===== config.mk =====
export PLATFORM = sky130hd
export DESIGN_NAME = profile_unlock_prefetch_sequencer_top
export DESIGN_NICKNAME = d
export VERILOG_FILES = /design/src/rtl/pups_pkg.sv /design/src/rtl/pups_cfg.sv /design/src/rtl/pups_engine.sv /design/src/rtl/pups_out.sv /design/src/rtl/profile_unlock_prefetch_sequencer_top.sv
export SDC_FILE = /design/constraint.sdc
export NUM_CORES = 1
export LEC_CHECK = 0
export ABC_AREA = 1
export BUFFER_PORTS_ARGS = -buffer_cell sky130_fd_sc_hd__buf_2
export CAP_MARGIN = 10
export CORE_ASPECT_RATIO = 0.9
export CORE_MARGIN = 8
export CORE_UTILIZATION = 50
export DETAILED_ROUTE_END_ITERATION = 7
export PLACE_DENSITY = 0.67
export SETUP_SLACK_MARGIN = 0.15
export SYNTH_ARGS = -nofsm -noshare
export SYNTH_HDL_FRONTEND = slang
export SYNTH_SLANG_ARGS = --single-unit

===== constraint.sdc =====
create_clock -name clk_i -period 26.3 [get_ports clk_i]
set_clock_uncertainty 0.15 [all_clocks]
set_input_delay 1.315 -clock clk_i [delete_from_list [all_inputs] [get_ports clk_i]]
set_output_delay 1.315 -clock clk_i [all_outputs]
set_load 0.02 [all_outputs]

===== src/rtl/pups_pkg.sv =====
// Shared types, constants and helpers for the profile unlock prefetch sequencer.
package pups_pkg;

  localparam logic [3:0] STATUS_POLLS  = 4'd6;
  localparam logic [7:0] HANDSHAKE_LEN = 8'd61;

  localparam logic [7:0] HANDSHAKE_RPT_ID = 8'h20;
  localparam logic [7:0] PROF_FIRST       = 8'h70;
  localparam logic [7:0] PROF_LAST        = 8'h7B;
  localparam logic [7:0] WRITE_FIRST      = 8'h60;
  localparam logic [7:0] WRITE_LAST       = 8'h62;
  localparam logic [7:0] STATUS_ID        = 8'h81;

  localparam logic [3:0] ROUND_REFETCH = STATUS_POLLS + 4'd1;
  localparam logic [3:0] ROUND_END     = STATUS_POLLS + 4'd2;

  typedef enum logic [2:0] {
    CMD_SEEN  = 3'd0,
    CMD_SET   = 3'd1,
    CMD_TICK  = 3'd2,
    CMD_RESET = 3'd3,
    CMD_QUERY = 3'd4
  } cmd_e;

  typedef enum logic [1:0] {
    ACT_NONE      = 2'd0,
    ACT_HANDSHAKE = 2'd1,
    ACT_UNLOCK    = 2'd2,
    ACT_REQUEST   = 2'd3
  } act_e;

  typedef enum logic [2:0] {
    REG_UNLOCK_WAIT   = 3'd0,
    REG_PF_INTERVAL   = 3'd1,
    REG_RESEND_DELAY  = 3'd2,
    REG_POLL_DELAY    = 3'd3,
    REG_POLL_INTERVAL = 3'd4,
    REG_REFETCH_DELAY = 3'd5,
    REG_PATHS         = 3'd6
  } reg_idx_e;

  typedef struct packed {
    logic [2:0]  command;
    logic [7:0]  rpt_id;
    logic [7:0]  report_len;
    logic [31:0] now;
    logic [2:0]  transfer_ok;
  } in_beat_t;

  typedef struct packed {
    logic [1:0] action;
    logic [7:0] request_id;
    logic       edge_detected;
    logic       snap_ready;
    logic       nak_profile;
    logic       last;
  } out_beat_t;

  typedef struct packed {
    logic [15:0] unlock_wait;
    logic [15:0] pf_interval;
    logic [15:0] resend_delay;
    logic [15:0] poll_delay;
    logic [15:0] poll_interval;
    logic [15:0] refetch_delay;
    logic [1:0]  paths;
  } cfg_t;

  // All results of one item, handed from the engine to the output side.
  typedef struct packed {
    logic [1:0]            count;
    logic [2:0][1:0]       action;
    logic [2:0][7:0]       request_id;
    logic                  edge_detected;
    logic                  snap_ready;
    logic                  nak_profile;
  } bundle_t;

  typedef struct packed {
    logic        edge_flag;
    logic        ready_flag;
    logic        hs_valid;
    logic        unlock_armed;
    logic        unlock_wait;
    logic [31:0] unlock_dl;
    logic        pf_active;
    logic        pf_marks;
    logic [7:0]  pf_next_id;
    logic [31:0] pf_dl;
    logic        ps_active;
    logic [3:0]  ps_round;
    logic [31:0] ps_start;
  } seq_state_t;

  localparam seq_state_t STATE_RESET = '{
    edge_flag:      1'b0,
    ready_flag:     1'b1,
    hs_valid:       1'b0,
    unlock_armed:   1'b0,
    unlock_wait:    1'b0,
    unlock_dl:      32'd0,
    pf_active:      1'b0,
    pf_marks:       1'b0,
    pf_next_id:     PROF_FIRST,
    pf_dl:          32'd0,
    ps_active:      1'b0,
    ps_round:       4'd0,
    ps_start:       32'd0
  };

  localparam cfg_t CFG_RESET = '{
    unlock_wait:   16'd4000,
    pf_interval:   16'd80,
    resend_delay:  16'd500,
    poll_delay:    16'd1000,
    poll_interval: 16'd250,
    refetch_delay: 16'd5500,
    paths:         2'd3
  };

  // A deadline is due once the wrapped difference is not negative.
  function automatic logic is_due(input logic [31:0] now, input logic [31:0] deadline);
    logic [31:0] diff;
    diff = now - deadline;
    return ~diff[31];
  endfunction

endpackage


===== src/rtl/pups_cfg.sv =====
// Configuration register file of the profile unlock prefetch sequencer.
module pups_cfg (
  input  logic              clk_i,
  input  logic              rst_ni,
  input  logic              cfg_we_i,
  input  logic [2:0]        cfg_idx_i,
  input  logic [15:0]       cfg_wdata_i,
  output pups_pkg::cfg_t    cfg_o
);
  import pups_pkg::*;

  cfg_t cfg_q, cfg_d;

  always_comb begin
    cfg_d = cfg_q;
    if (cfg_we_i) begin
      case (cfg_idx_i)
        REG_UNLOCK_WAIT:   cfg_d.unlock_wait   = cfg_wdata_i;
        REG_PF_INTERVAL:   cfg_d.pf_interval   = cfg_wdata_i;
        REG_RESEND_DELAY:  cfg_d.resend_delay  = cfg_wdata_i;
        REG_POLL_DELAY:    cfg_d.poll_delay    = cfg_wdata_i;
        REG_POLL_INTERVAL: cfg_d.poll_interval = cfg_wdata_i;
        REG_REFETCH_DELAY: cfg_d.refetch_delay = cfg_wdata_i;
        REG_PATHS:         cfg_d.paths         = cfg_wdata_i[1:0];
        default:           cfg_d = cfg_q;
      endcase
    end
  end

  always_ff @(posedge clk_i or negedge rst_ni) begin
    if (!rst_ni) begin
      cfg_q <= CFG_RESET;
    end else begin
      cfg_q <= cfg_d;
    end
  end

  assign cfg_o = cfg_q;

endmodule


===== src/rtl/pups_engine.sv =====
// Input register, sequencer state and the single-pass command evaluation.
module pups_engine (
  input  logic                clk_i,
  input  logic                rst_ni,
  input  logic                in_valid_i,
  output logic                in_stall_o,
  input  pups_pkg::in_beat_t  in_beat_i,
  input  pups_pkg::cfg_t      cfg_i,
  input  logic                full_i,
  output logic                push_o,
  output pups_pkg::bundle_t   bundle_o
);
  import pups_pkg::*;

  logic       in_vld_q, in_vld_d;
  in_beat_t   in_q;
  seq_state_t st_q, st_d;
  logic       accept, adv;

  logic [19:0] poll_off;
  logic [31:0] resend_dl, poll_dl, refetch_dl;
  logic        due_unlock, due_pf, due_resend, due_poll, due_refetch;

  assign adv        = in_vld_q & ~full_i;
  assign in_stall_o = in_vld_q & full_i;
  assign accept     = in_valid_i & ~in_stall_o;
  assign in_vld_d   = accept | (in_vld_q & ~adv);

  always_ff @(posedge clk_i or negedge rst_ni) begin
    if (!rst_ni) begin
      in_vld_q <= 1'b0;
    end else begin
      in_vld_q <= in_vld_d;
    end
  end

  always_ff @(posedge clk_i) begin
    if (accept) begin
      in_q <= in_beat_i;
    end
  end

  // Post-save deadlines are relative to the stamp of the profile write.
  assign poll_off    = 20'(cfg_i.poll_interval) * 20'(st_q.ps_round - 4'd1);
  assign resend_dl   = st_q.ps_start + 32'(cfg_i.resend_delay);
  assign poll_dl     = st_q.ps_start + 32'(cfg_i.poll_delay) + 32'(poll_off);
  assign refetch_dl  = st_q.ps_start + 32'(cfg_i.refetch_delay);
  assign due_unlock  = is_due(in_q.now, st_q.unlock_dl);
  assign due_pf      = is_due(in_q.now, st_q.pf_dl);
  assign due_resend  = is_due(in_q.now, resend_dl);
  assign due_poll    = is_due(in_q.now, poll_dl);
  assign due_refetch = is_due(in_q.now, refetch_dl);

  always_comb begin
    logic [1:0]      n;
    logic            done;
    logic [2:0][1:0] act;
    logic [2:0][7:0] rid;
    logic            nak;

    st_d = st_q;
    n    = 2'd0;
    done = 1'b0;
    act  = '0;
    rid  = '0;
    nak  = 1'b0;

    case (in_q.command)
      CMD_SEEN: begin
        if (in_q.report_len != 8'd0) begin
          if (in_q.rpt_id == HANDSHAKE_RPT_ID) begin
            st_d.hs_valid = (in_q.report_len >= HANDSHAKE_LEN);
          end
          if (in_q.rpt_id == PROF_FIRST && !st_q.edge_flag) begin
            st_d.edge_flag      = 1'b1;
            st_d.ready_flag     = 1'b0;
            st_d.unlock_armed   = 1'b1;
            st_d.unlock_wait    = 1'b0;
            st_d.pf_active      = 1'b0;
            st_d.pf_marks       = 1'b0;
            st_d.ps_active      = 1'b0;
            st_d.ps_round       = 4'd0;
          end
        end
      end
      CMD_SET: begin
        if (in_q.rpt_id >= WRITE_FIRST && in_q.rpt_id <= WRITE_LAST &&
            st_q.edge_flag) begin
          st_d.ps_active = 1'b1;
          st_d.ps_round  = 4'd0;
          st_d.ps_start  = in_q.now;
        end
      end
      CMD_TICK: begin
        // Each stage either completes and ends the tick or falls through.
        if (st_q.unlock_armed && st_q.hs_valid && cfg_i.paths[0]) begin
          act[0] = ACT_HANDSHAKE;
          n      = 2'd1;
          if (in_q.transfer_ok[0]) begin
            act[1] = ACT_UNLOCK;
            n      = 2'd2;
            if (in_q.transfer_ok[1]) begin
              st_d.unlock_armed   = 1'b0;
              st_d.unlock_wait    = 1'b1;
              st_d.unlock_dl      = in_q.now + 32'(cfg_i.unlock_wait);
              done                = 1'b1;
            end
          end
        end
        if (!done && st_q.unlock_wait && due_unlock) begin
          st_d.unlock_wait = 1'b0;
          st_d.pf_active   = 1'b1;
          st_d.pf_marks    = 1'b1;
          st_d.pf_next_id  = PROF_FIRST;
          st_d.pf_dl       = in_q.now;
          done             = 1'b1;
        end
        if (!done && st_q.pf_active && due_pf && cfg_i.paths[1] && n != 2'd3) begin
          act[n] = ACT_REQUEST;
          rid[n] = st_q.pf_next_id;
          if (in_q.transfer_ok[n]) begin
            done = 1'b1;
            if (st_q.pf_next_id >= PROF_LAST) begin
              st_d.pf_active = 1'b0;
              st_d.pf_marks  = 1'b0;
              if (st_q.pf_marks) begin
                st_d.ready_flag = 1'b1;
              end
            end else begin
              st_d.pf_next_id = st_q.pf_next_id + 8'd1;
              st_d.pf_dl      = in_q.now + 32'(cfg_i.pf_interval);
            end
          end
          n = n + 2'd1;
        end
        if (!done && st_q.ps_active && st_q.edge_flag) begin
          if (st_q.ps_round == 4'd0 && due_resend && cfg_i.paths[0]) begin
            if (n != 2'd3) begin
              act[n] = ACT_UNLOCK;
              if (in_q.transfer_ok[n]) begin
                st_d.ps_round = 4'd1;
              end
              n = n + 2'd1;
            end
          end else if (st_q.ps_round >= 4'd1 && st_q.ps_round <= STATUS_POLLS &&
                       due_poll && cfg_i.paths[1]) begin
            if (n != 2'd3) begin
              act[n] = ACT_REQUEST;
              rid[n] = STATUS_ID;
              if (in_q.transfer_ok[n]) begin
                st_d.ps_round = st_q.ps_round + 4'd1;
              end
              n = n + 2'd1;
            end
          end else if (st_q.ps_round == ROUND_REFETCH && due_refetch) begin
            st_d.pf_active  = 1'b1;
            st_d.pf_marks   = 1'b0;
            st_d.pf_next_id = PROF_FIRST;
            st_d.pf_dl      = in_q.now;
            st_d.ps_round   = ROUND_END;
            st_d.ps_active  = 1'b0;
          end
        end
      end
      CMD_RESET: begin
        st_d = STATE_RESET;
      end
      CMD_QUERY: begin
        nak = (in_q.rpt_id >= PROF_FIRST) && (in_q.rpt_id <= PROF_LAST) &&
              st_q.edge_flag && !st_q.ready_flag;
      end
      default: begin
        st_d = st_q;
      end
    endcase

    if (n == 2'd0) begin
      n = 2'd1;
    end

    bundle_o.count          = n;
    bundle_o.action         = act;
    bundle_o.request_id     = rid;
    bundle_o.edge_detected  = st_d.edge_flag;
    bundle_o.snap_ready     = st_d.ready_flag;
    bundle_o.nak_profile    = nak;
  end

  always_ff @(posedge clk_i or negedge rst_ni) begin
    if (!rst_ni) begin
      st_q <= STATE_RESET;
    end else if (adv) begin
      st_q <= st_d;
    end
  end

  assign push_o = adv;

  ap_stall_holds_item: assert property (@(posedge clk_i) disable iff (!rst_ni)
    in_stall_o |=> in_vld_q && $stable(in_q))
    else $error("held item lost while stalled");
  ap_pending_excl_wait: assert property (@(posedge clk_i) disable iff (!rst_ni)
    !(st_q.unlock_armed && st_q.unlock_wait))
    else $error("unlock armed and unlock wait both set");
  ap_state_only_on_adv: assert property (@(posedge clk_i) disable iff (!rst_ni)
    !$past(adv) |-> $stable(st_q))
    else $error("sequencer state changed without an item");

endmodule


===== src/rtl/pups_out.sv =====
// Two-bundle result buffer that hands out one result beat per cycle while not stalled.
module pups_out (
  input  logic                clk_i,
  input  logic                rst_ni,
  input  logic                push_i,
  input  pups_pkg::bundle_t   bundle_i,
  output logic                full_o,
  output logic                out_valid_o,
  input  logic                out_stall_i,
  output pups_pkg::out_beat_t out_beat_o
);
  import pups_pkg::*;

  bundle_t    bun_q [2];
  logic       wr_q, wr_d, rd_q, rd_d;
  logic [1:0] cnt_q, cnt_d;
  logic [1:0] idx_q, idx_d;
  bundle_t    head;
  logic       last, take, pop;

  assign head        = bun_q[rd_q];
  assign out_valid_o = (cnt_q != 2'd0);
  assign full_o      = (cnt_q == 2'd2);
  assign last        = (idx_q == head.count - 2'd1);
  assign take        = out_valid_o & ~out_stall_i;
  assign pop         = take & last;

  assign out_beat_o.action         = head.action[idx_q];
  assign out_beat_o.request_id     = head.request_id[idx_q];
  assign out_beat_o.edge_detected  = head.edge_detected;
  assign out_beat_o.snap_ready     = head.snap_ready;
  assign out_beat_o.nak_profile    = head.nak_profile;
  assign out_beat_o.last           = last;

  always_comb begin
    wr_d  = push_i ? ~wr_q : wr_q;
    rd_d  = pop ? ~rd_q : rd_q;
    cnt_d = cnt_q + {1'b0, push_i} - {1'b0, pop};
    idx_d = pop ? 2'd0 : (take ? idx_q + 2'd1 : idx_q);
  end

  always_ff @(posedge clk_i or negedge rst_ni) begin
    if (!rst_ni) begin
      wr_q  <= 1'b0;
      rd_q  <= 1'b0;
      cnt_q <= 2'd0;
      idx_q <= 2'd0;
    end else begin
      wr_q  <= wr_d;
      rd_q  <= rd_d;
      cnt_q <= cnt_d;
      idx_q <= idx_d;
    end
  end

  always_ff @(posedge clk_i) begin
    if (push_i) begin
      bun_q[wr_q] <= bundle_i;
    end
  end

  ap_no_overflow: assert property (@(posedge clk_i) disable iff (!rst_ni)
    (cnt_q != 2'd3) && !(push_i && full_o))
    else $error("result buffer overflow");
  ap_beat_in_range: assert property (@(posedge clk_i) disable iff (!rst_ni)
    out_valid_o |-> (idx_q < head.count) && (head.count != 2'd0))
    else $error("beat index beyond bundle");
  ap_count_tracks: assert property (@(posedge clk_i) disable iff (!rst_ni)
    (pop && !push_i) |=> cnt_q == $past(cnt_q) - 2'd1)
    else $error("buffer count out of step with pops");

endmodule


===== src/rtl/profile_unlock_prefetch_sequencer_top.sv =====
// Top level of the profile unlock prefetch sequencer.
//
//   Channel | Handshake                  | Payload
//   --------+----------------------------+-------------------------------------
//   input   | in_valid_i / in_stall_o    | in_beat_i  (command, id, len, now, ok)
//   result  | out_valid_o / out_stall_i  | out_beat_o (action, id, flags, last)
//   config  | cfg_we_i                   | cfg_idx_i, cfg_wdata_i
//
// An accepted item is evaluated in one pass from the input register; its results are
// registered in the result buffer. A tick gives up to three beats, all else one beat.
// One item can be accepted per cycle unless the input stalls; the result port, at one
// beat per cycle unless stalled, sets the sustained rate in result beats.
// Reset is asynchronous and restores state and registers at once; no sweep follows.
// A two-bundle result buffer absorbs output stalls; input stalls only when it is full.
module profile_unlock_prefetch_sequencer_top (
  input  logic                clk_i,
  input  logic                rst_ni,
  input  logic                in_valid_i,
  output logic                in_stall_o,
  input  pups_pkg::in_beat_t  in_beat_i,
  output logic                out_valid_o,
  input  logic                out_stall_i,
  output pups_pkg::out_beat_t out_beat_o,
  input  logic                cfg_we_i,
  input  logic [2:0]          cfg_idx_i,
  input  logic [15:0]         cfg_wdata_i
);
  import pups_pkg::*;

  cfg_t    cfg;
  bundle_t bundle;
  logic    push, full;

  pups_cfg u_cfg (
    .clk_i      (clk_i),
    .rst_ni     (rst_ni),
    .cfg_we_i   (cfg_we_i),
    .cfg_idx_i  (cfg_idx_i),
    .cfg_wdata_i(cfg_wdata_i),
    .cfg_o      (cfg)
  );

  pups_engine u_engine (
    .clk_i     (clk_i),
    .rst_ni    (rst_ni),
    .in_valid_i(in_valid_i),
    .in_stall_o(in_stall_o),
    .in_beat_i (in_beat_i),
    .cfg_i     (cfg),
    .full_i    (full),
    .push_o    (push),
    .bundle_o  (bundle)
  );

  pups_out u_out (
    .clk_i      (clk_i),
    .rst_ni     (rst_ni),
    .push_i     (push),
    .bundle_i   (bundle),
    .full_o     (full),
    .out_valid_o(out_valid_o),
    .out_stall_i(out_stall_i),
    .out_beat_o (out_beat_o)
  );

endmodule


Word-level counts from Yosys, hierarchy flattened
Memories as Yosys holds them, arrays and structs flattened.
Index checks and enable logic that the tools add are counted.
- add/subtract/negate cells: 20
- multiply operators: 1
- order comparisons: 13
- eq/ne operators: 36
- mux-type cells: 101
- bitwise logic cells: 27
- reduce and logical (&&, ||, !) cells: 57
- operators with widths (operator ; number):
    24-bit 2-to-1 mux ; 7
    42-bit 2-to-1 mux ; 4
    32-bit by 16-bit adder with 32-bit output ; 5
    32-bit subtractor ; 5
    32-bit one-hot mux with 2 select lines ; 2
    34-bit 2-to-1 mux ; 3
    47-bit 2-to-1 mux ; 2
    43-bit 2-to-1 mux ; 2
    40-bit one-hot mux with 2 select lines ; 1
    6-bit 2-to-1 mux ; 8
    2-bit 2-to-1 mux ; 22
    40-bit 2-to-1 mux ; 1
    37-bit 2-to-1 mux ; 1
    32-bit by 20-bit adder with 32-bit output ; 1
    8-bit demux with 2-bit select ; 2
    4-bit 2-to-1 mux ; 8
    24-bit AND ; 1
    8-bit by 7-bit greater-or-equal comparator with 1-bit output, second input constant ; 3
    1-bit logical AND ; 24
    8-bit 2-to-1 mux ; 3
    16-bit by 20-bit multiplier with 20-bit output ; 1
    1-bit 2-to-1 mux ; 20
    5-bit one-hot mux with 4 select lines ; 1
    18-bit AND ; 1
    59 further kinds ; 127
- register bits: 275
- memory bits (writable): 70
- bits of input ports: 78
- output and inout bits: 16
- word-level logic and storage cells: 286
- memories: 1
- memory list (name ; depth ; bits a word ; rd ports ; clocked after Yosys merged registers in ; wr ports ; line ; RTL):
    u_out.bun_q ; 2 ; 35 ; 1 ; 0 ; 1 ; pups_out.sv:14 ; bundle_t bun_q [2];

Depth between registers and ports, before layout
- depth in word-level cells: 27
- gate-level depth with buffers: 51
- gate-level depth less buffers: 50

Modules after synthesis
Synthesis repeated with hierarchy kept, for this count alone.
- cells, all modules: 3128
- area, all modules: 25333.0 µm²
- by module, submodules not included (module ; times used ; cells an instance ; area an instance (µm²) ; sequential area each (µm²)):
    pups_engine ; 1 ; 2456 ; 18302.6 ; 4554.4
    pups_cfg ; 1 ; 436 ; 3968.8 ; 2497.4
    pups_out ; 1 ; 236 ; 3061.7 ; 2252.2

Least setup slack after synthesis
Ideal clock, no wire load.
- path type: register -> register
- from: register u_engine.st_q[32] (netlist bit)
- to: register u_engine.st_q[38] (netlist bit)
- setup time: 0.118 ns
- arrival: 8.924 ns
- data required time: 26.032 ns
- setup slack: 17.108 ns
- stages on the path, launching flop included: 44
- path buffers: 3
- period minus slack after synthesis: 9.192 ns
- cell sequence: dfrtp_1 clkinv_1 ha_1 inv_1 nor2_1 inv_1 clkbuf_1 nor2_1 fa_1 inv_1 fa_1 inv_1 fa_1 fa_1 fa_1 inv_1 fa_1 inv_1 [8 not listed] ha_1 fa_1 inv_1 ha_1 a21oi_1 o21ai_0 a21oi_1 a21oi_1 nor2_1 nand3_1 nand3_1 nand2_1 nor2_4 buf_6 buf_6 nand2_1 nand3_1 nand2_1
- cells in the longest elaborated chain, start to end: 11
- elaborated cells between the ends (all ways): 20
- classes of those cells: add/sub (3); mul (1); order compare (2); eq/ne (1); mux (5); bitwise (1); reduce/logical (7)
- RTL lines (what ; line ; RTL):
    start, declared ; pups_engine.sv:17 ; seq_state_t st_q, st_d;
    start signal, assigned ; pups_engine.sv:193 ; st_q <= st_d;
    4-bit by 1-bit subtractor with 5-bit output ; pups_engine.sv:44 ; assign poll_off = 20'(cfg_i.poll_interval) * 20'(st_q.ps_round - 4'd1);
    16-bit by 20-bit multiplier with 20-bit output ; pups_engine.sv:44 ;
    32-bit by 20-bit adder with 32-bit output ; pups_engine.sv:46 ; assign poll_dl = st_q.ps_start + 32'(cfg_i.poll_delay) + 32'(poll_off);
    32-bit subtractor ; pups_pkg.sv:124 ; diff = now - deadline;
    1-bit NOT ; pups_pkg.sv:125 ; return ~diff[31];
    1-bit logical AND ; pups_engine.sv:145 ; end else if (st_q.ps_round >= 4'd1 && st_q.ps_round <= STATUS_POLLS &&
    1-bit logical AND ; pups_engine.sv:146 ; due_poll && cfg_i.paths[1]) begin
    43-bit 2-to-1 mux ; pups_engine.sv:145 ;
    43-bit 2-to-1 mux (*) ; pups_engine.sv:137 ; if (st_q.ps_round == 4'd0 && due_resend && cfg_i.paths[0]) begin
    47-bit 2-to-1 mux (*) ; pups_engine.sv:136 ; if (!done && st_q.ps_active && st_q.edge_flag) begin
    40-bit one-hot mux with 2 select lines (*) ; pups_engine.sv:68 ; case (in_q.command)
Every way passes the cells marked *; elsewhere a longest branch is shown, timed or not. The select of a mux whose other input is x is not followed.
A chain may end at the register's enable or synchronous reset.

Worst setup path in the final report
- from: register u_engine.st_q[32] (netlist bit)
- to: register u_engine.st_q[70] (netlist bit)
The elaborated chain is that of the path after synthesis.

==> impl_metrics.yaml <==
outcome:
  outcome: "complete, no violations"
clocking:
  cts_buffers: 40
  cts_resized: 0
  clkLatencyLatePin_ns: 0.58
  worst_setup_hold_path_clk_slew_ns: 0.06
  clk_path_buf_depth: 3
  count_of_hold_buffers_inserted_by_post_cts_repair: 0
  clock-sinks: 345
  root_buffer: "sky130_fd_sc_hd__clkbuf_16"
  cts_setup_buffers: 0
  clock_tree_from_tritoncts: "built"
  cts-htree-levels: 2
setup_path:
  critPathArrivalTime_ns: 11.58
  critical_path.endpoint_type: "flip-flop"
  timing.critical_path.required_ns: 26.56
  crit_fanout: 37
  critPathMaxStageDelay_ns: 0.78
  critical_path.startpoint_type: "flip-flop"
  worst_path_top_cell_family_by_delay: "adder cells"
  worst_path_most_repeated_cell: "sky130_fd_sc_hd__inv_1"
  critical_path_buffer_and_inverter_count: 10
  setup.worst_path.class: "reg -> reg"
  cp_slowest_cell: "sky130_fd_sc_hd__dfrtp_1"
floorplanning:
  rows: 79
  floorplan.die.width_um: 257.8
  num_io_pins: 94
  core_sq_um: 51790
  initial_utilization: 0.5078
  chipHeight_um: 233.6
  die_area_sq_um: 60210
final_layout:
  area_growth_syn_to_layout_pct: 8.872
  antenna_cells: 0
  finalCoreUtilization: 0.5528
  final.fill_count: 4685
  layout.nets: 3642
  layout-drive-gt1-share: 0.07886
synth:
  post_syn_nets: 3575
  ys.flop_type: "sky130_fd_sc_hd__dfrtp_1"
  post_synth_inst_count: 3084
  async_reset_ff_frac: 0.6406
  netlist-cell-type-count: 59
  synth_area_sq_um: 26300
  per_instance_average_area_after_synthesis_sq_um: 8.528
  synth_seq_cells: 345
  ys_warn_count: 0
  number_of_enable_flip_flop_cells_after_synthesis: 124
  synth_seq_area_share: 0.3538
  synth.most_common_cell: "sky130_fd_sc_hd__nand2_1"
  synth_area_leaders: "sky130_fd_sc_hd__dfrtp_1, sky130_fd_sc_hd__edfxtp_1, sky130_fd_sc_hd__fa_1, sky130_fd_sc_hd__ha_1, sky130_fd_sc_hd__nand2_1"
  synth_top_area_cell: "sky130_fd_sc_hd__dfrtp_1"
  synth_largest_type_area_fraction: 0.1722
  ys_top_cells_by_count: "sky130_fd_sc_hd__nand2_1, sky130_fd_sc_hd__inv_1, sky130_fd_sc_hd__o21ai_0"
placed_design:
  place_hpwl_um: 52670
  place.gp.congestion: 0.8923
  portBuffers: 93
  dp_worst_setup_slack_ns: 15.19
grt:
  number_of_global_route_vias_before_repair: 21180
  grt_use_total: 0.2371
  grt_first_pass_wirelength_um: 113800
  grt_antenna_before_repair: 3
  globalRoute.totalOverflow: 0
  grt_max_degree: 99
sta:
  timing.final.hold_violations: 0
  max_freq_mhz: 88.37
  final.min_clock_period_ns: 11.32
  worstMarginPinSlew_ns: 1.098
  timing.slew.headroom: 0.2660
  finalWorstSetupSlack_ns: 14.98
  final-setup-viol-count: 0
  maxSlewViolCount: 0
  part_of_the_cycle_the_worst_path_needs: 0.4302
  final.hold.worst_slack_ns: 0.3360
  setup_tns_ns: 0
  grt_setup_unrepaired: "false"
detailed_routing:
  detail_route.wl_per_cell_um: 18.35
  dr.first_iter.drc_count: 1641
  avgViaCountPerCell: 5.407
  drt_pre_antenna_iters: 6
  ant_nets: 0
  routed_wirelength_um: 71020
  drc_errors: 0
  vias: 20930
worst_hold_path:
  hold_path.class: "reg -> reg"
job:
  drv.max_cap_violation_count: 0
## cell type report
type	instances	area (sq um)	area share
clock buffer	54	1114	0.03889
clock inverter	20	137.6	0.004807
inverter	584	2192	0.07656
multi-input combinational	2071	14430	0.5040
sequential	345	9304	0.3249
tap	688	860.8	0.03006
timing repair buffer	109	595.6	0.02080
## path summary, 6_finish.rpt
check / startpoint / endpoint / slack, ns / cells past startpoint
worst min register to register: u_cfg.cfg_o[2] / u_cfg.cfg_o[2] / 0.34 / 2
worst max-delay path: u_engine.st_q[32] / u_engine.st_q[70] / 14.98 / 42
max in group asynchronous: rst_ni / u_engine.st_q[61] / 23.90 / 2
worst min-delay path: u_cfg.cfg_o[2] / u_cfg.cfg_o[2] / 0.34 / 2
min in group asynchronous: rst_ni / u_cfg.cfg_o[11] / 0.62 / 1
worst max register to register: u_engine.st_q[32] / u_engine.st_q[70] / 14.98 / 42
## flip-flops by register name, indices dropped and copies added, names as in the netlist
name	flops
u_engine.in_vld_q	1
u_out.cnt_q	2
u_out.rd_q	1
u_out.bun_q	70
u_out.idx_q	2
u_cfg.cfg_o	98
u_out.wr_q	1
u_engine.in_q	54
u_engine.st_q	116
## per-stage QoR
stage	instances	cell area, sq um
2_1_floorplan	3084	26300
5_1_grt	3871	28630
6_report	3871	28630
3_5_place_dp	3797	27380
4_1_cts	3871	28630
3_3_place_gp	3797	27380
## cell usage in the layout, fill, tap and decap left out, types with 4 or more instances in the layout
| cell type | Yosys | layout |
|---|---|---|
| sky130_fd_sc_hd__nand2_1 | 576 | 576 |
| sky130_fd_sc_hd__clkbuf_8 | 0 | 6 |
| sky130_fd_sc_hd__nor2_2 | 3 | 6 |
| sky130_fd_sc_hd__clkinv_1 | 5 | 7 |
| sky130_fd_sc_hd__buf_2 | 9 | 92 |
| sky130_fd_sc_hd__inv_2 | 5 | 6 |
| sky130_fd_sc_hd__dfstp_2 | 40 | 40 |
| sky130_fd_sc_hd__clkbuf_16 | 0 | 40 |
| sky130_fd_sc_hd__fa_1 | 167 | 167 |
| sky130_fd_sc_hd__clkbuf_1 | 63 | 8 |
| sky130_fd_sc_hd__xnor2_1 | 24 | 24 |
| sky130_fd_sc_hd__a31oi_1 | 4 | 4 |
| sky130_fd_sc_hd__nand3_1 | 103 | 103 |
| sky130_fd_sc_hd__nand4_1 | 19 | 19 |
| sky130_fd_sc_hd__a21o_1 | 10 | 10 |
| sky130_fd_sc_hd__a21oi_1 | 146 | 146 |
| sky130_fd_sc_hd__o21a_1 | 8 | 8 |
| sky130_fd_sc_hd__ha_1 | 246 | 246 |
| sky130_fd_sc_hd__o21ai_1 | 24 | 24 |
| sky130_fd_sc_hd__o22ai_1 | 40 | 40 |
| sky130_fd_sc_hd__inv_1 | 574 | 573 |
| sky130_fd_sc_hd__or2_2 | 4 | 4 |
| sky130_fd_sc_hd__xor2_1 | 47 | 47 |
| sky130_fd_sc_hd__o21ai_0 | 298 | 298 |
| sky130_fd_sc_hd__nor2_1 | 249 | 246 |
| sky130_fd_sc_hd__buf_4 | 4 | 16 |
| sky130_fd_sc_hd__o32ai_1 | 14 | 14 |
| sky130_fd_sc_hd__edfxtp_1 | 124 | 124 |
| sky130_fd_sc_hd__clkinv_2 | 0 | 11 |
| sky130_fd_sc_hd__o21bai_1 | 6 | 6 |
| sky130_fd_sc_hd__nor4_1 | 6 | 6 |
| sky130_fd_sc_hd__dfrtp_1 | 181 | 181 |
| sky130_fd_sc_hd__o31ai_1 | 7 | 7 |
| sky130_fd_sc_hd__nand3_2 | 5 | 5 |
| sky130_fd_sc_hd__nor3_1 | 21 | 21 |
| sky130_fd_sc_hd__o211ai_1 | 12 | 12 |
## cell families after synthesis
kind of cell	count (synthesis)	share of synthesized area
flip-flops	345	0.3538
AO/OA/AOI/OAI	582	0.1206
buffers and inverters	668	0.09810
AND/OR/NAND/NOR	1001	0.1577
XOR/XNOR	73	0.02488
multiplexers	2	0.0007612
adder cells (fa/ha/maj)	413	0.2441
## layer usage
metal	track usage	vias to the layer above	part of all wire	wire (um)
met2	0.3813	639	0.46	32350
met4	0.07237	0	0.027	1903
met5	0	-	0	0
met3	0.05361	121	0.077	5475
li1	-	10080	-	-
met1	0.3191	10090	0.44	31300
## worst min-delay path, delay by kind of cell, from the launching register on
| kind | cells | cell delay, ns |
|---|---|---|
| compound gates | 1 | 0.06 |
| flops | 1 | 0.34 |
| simple gates | 1 | 0.05 |
Power is left out: the tool's default activity adds up to more than one toggle a clock period on the data nets, which glitch-free logic cannot reach.
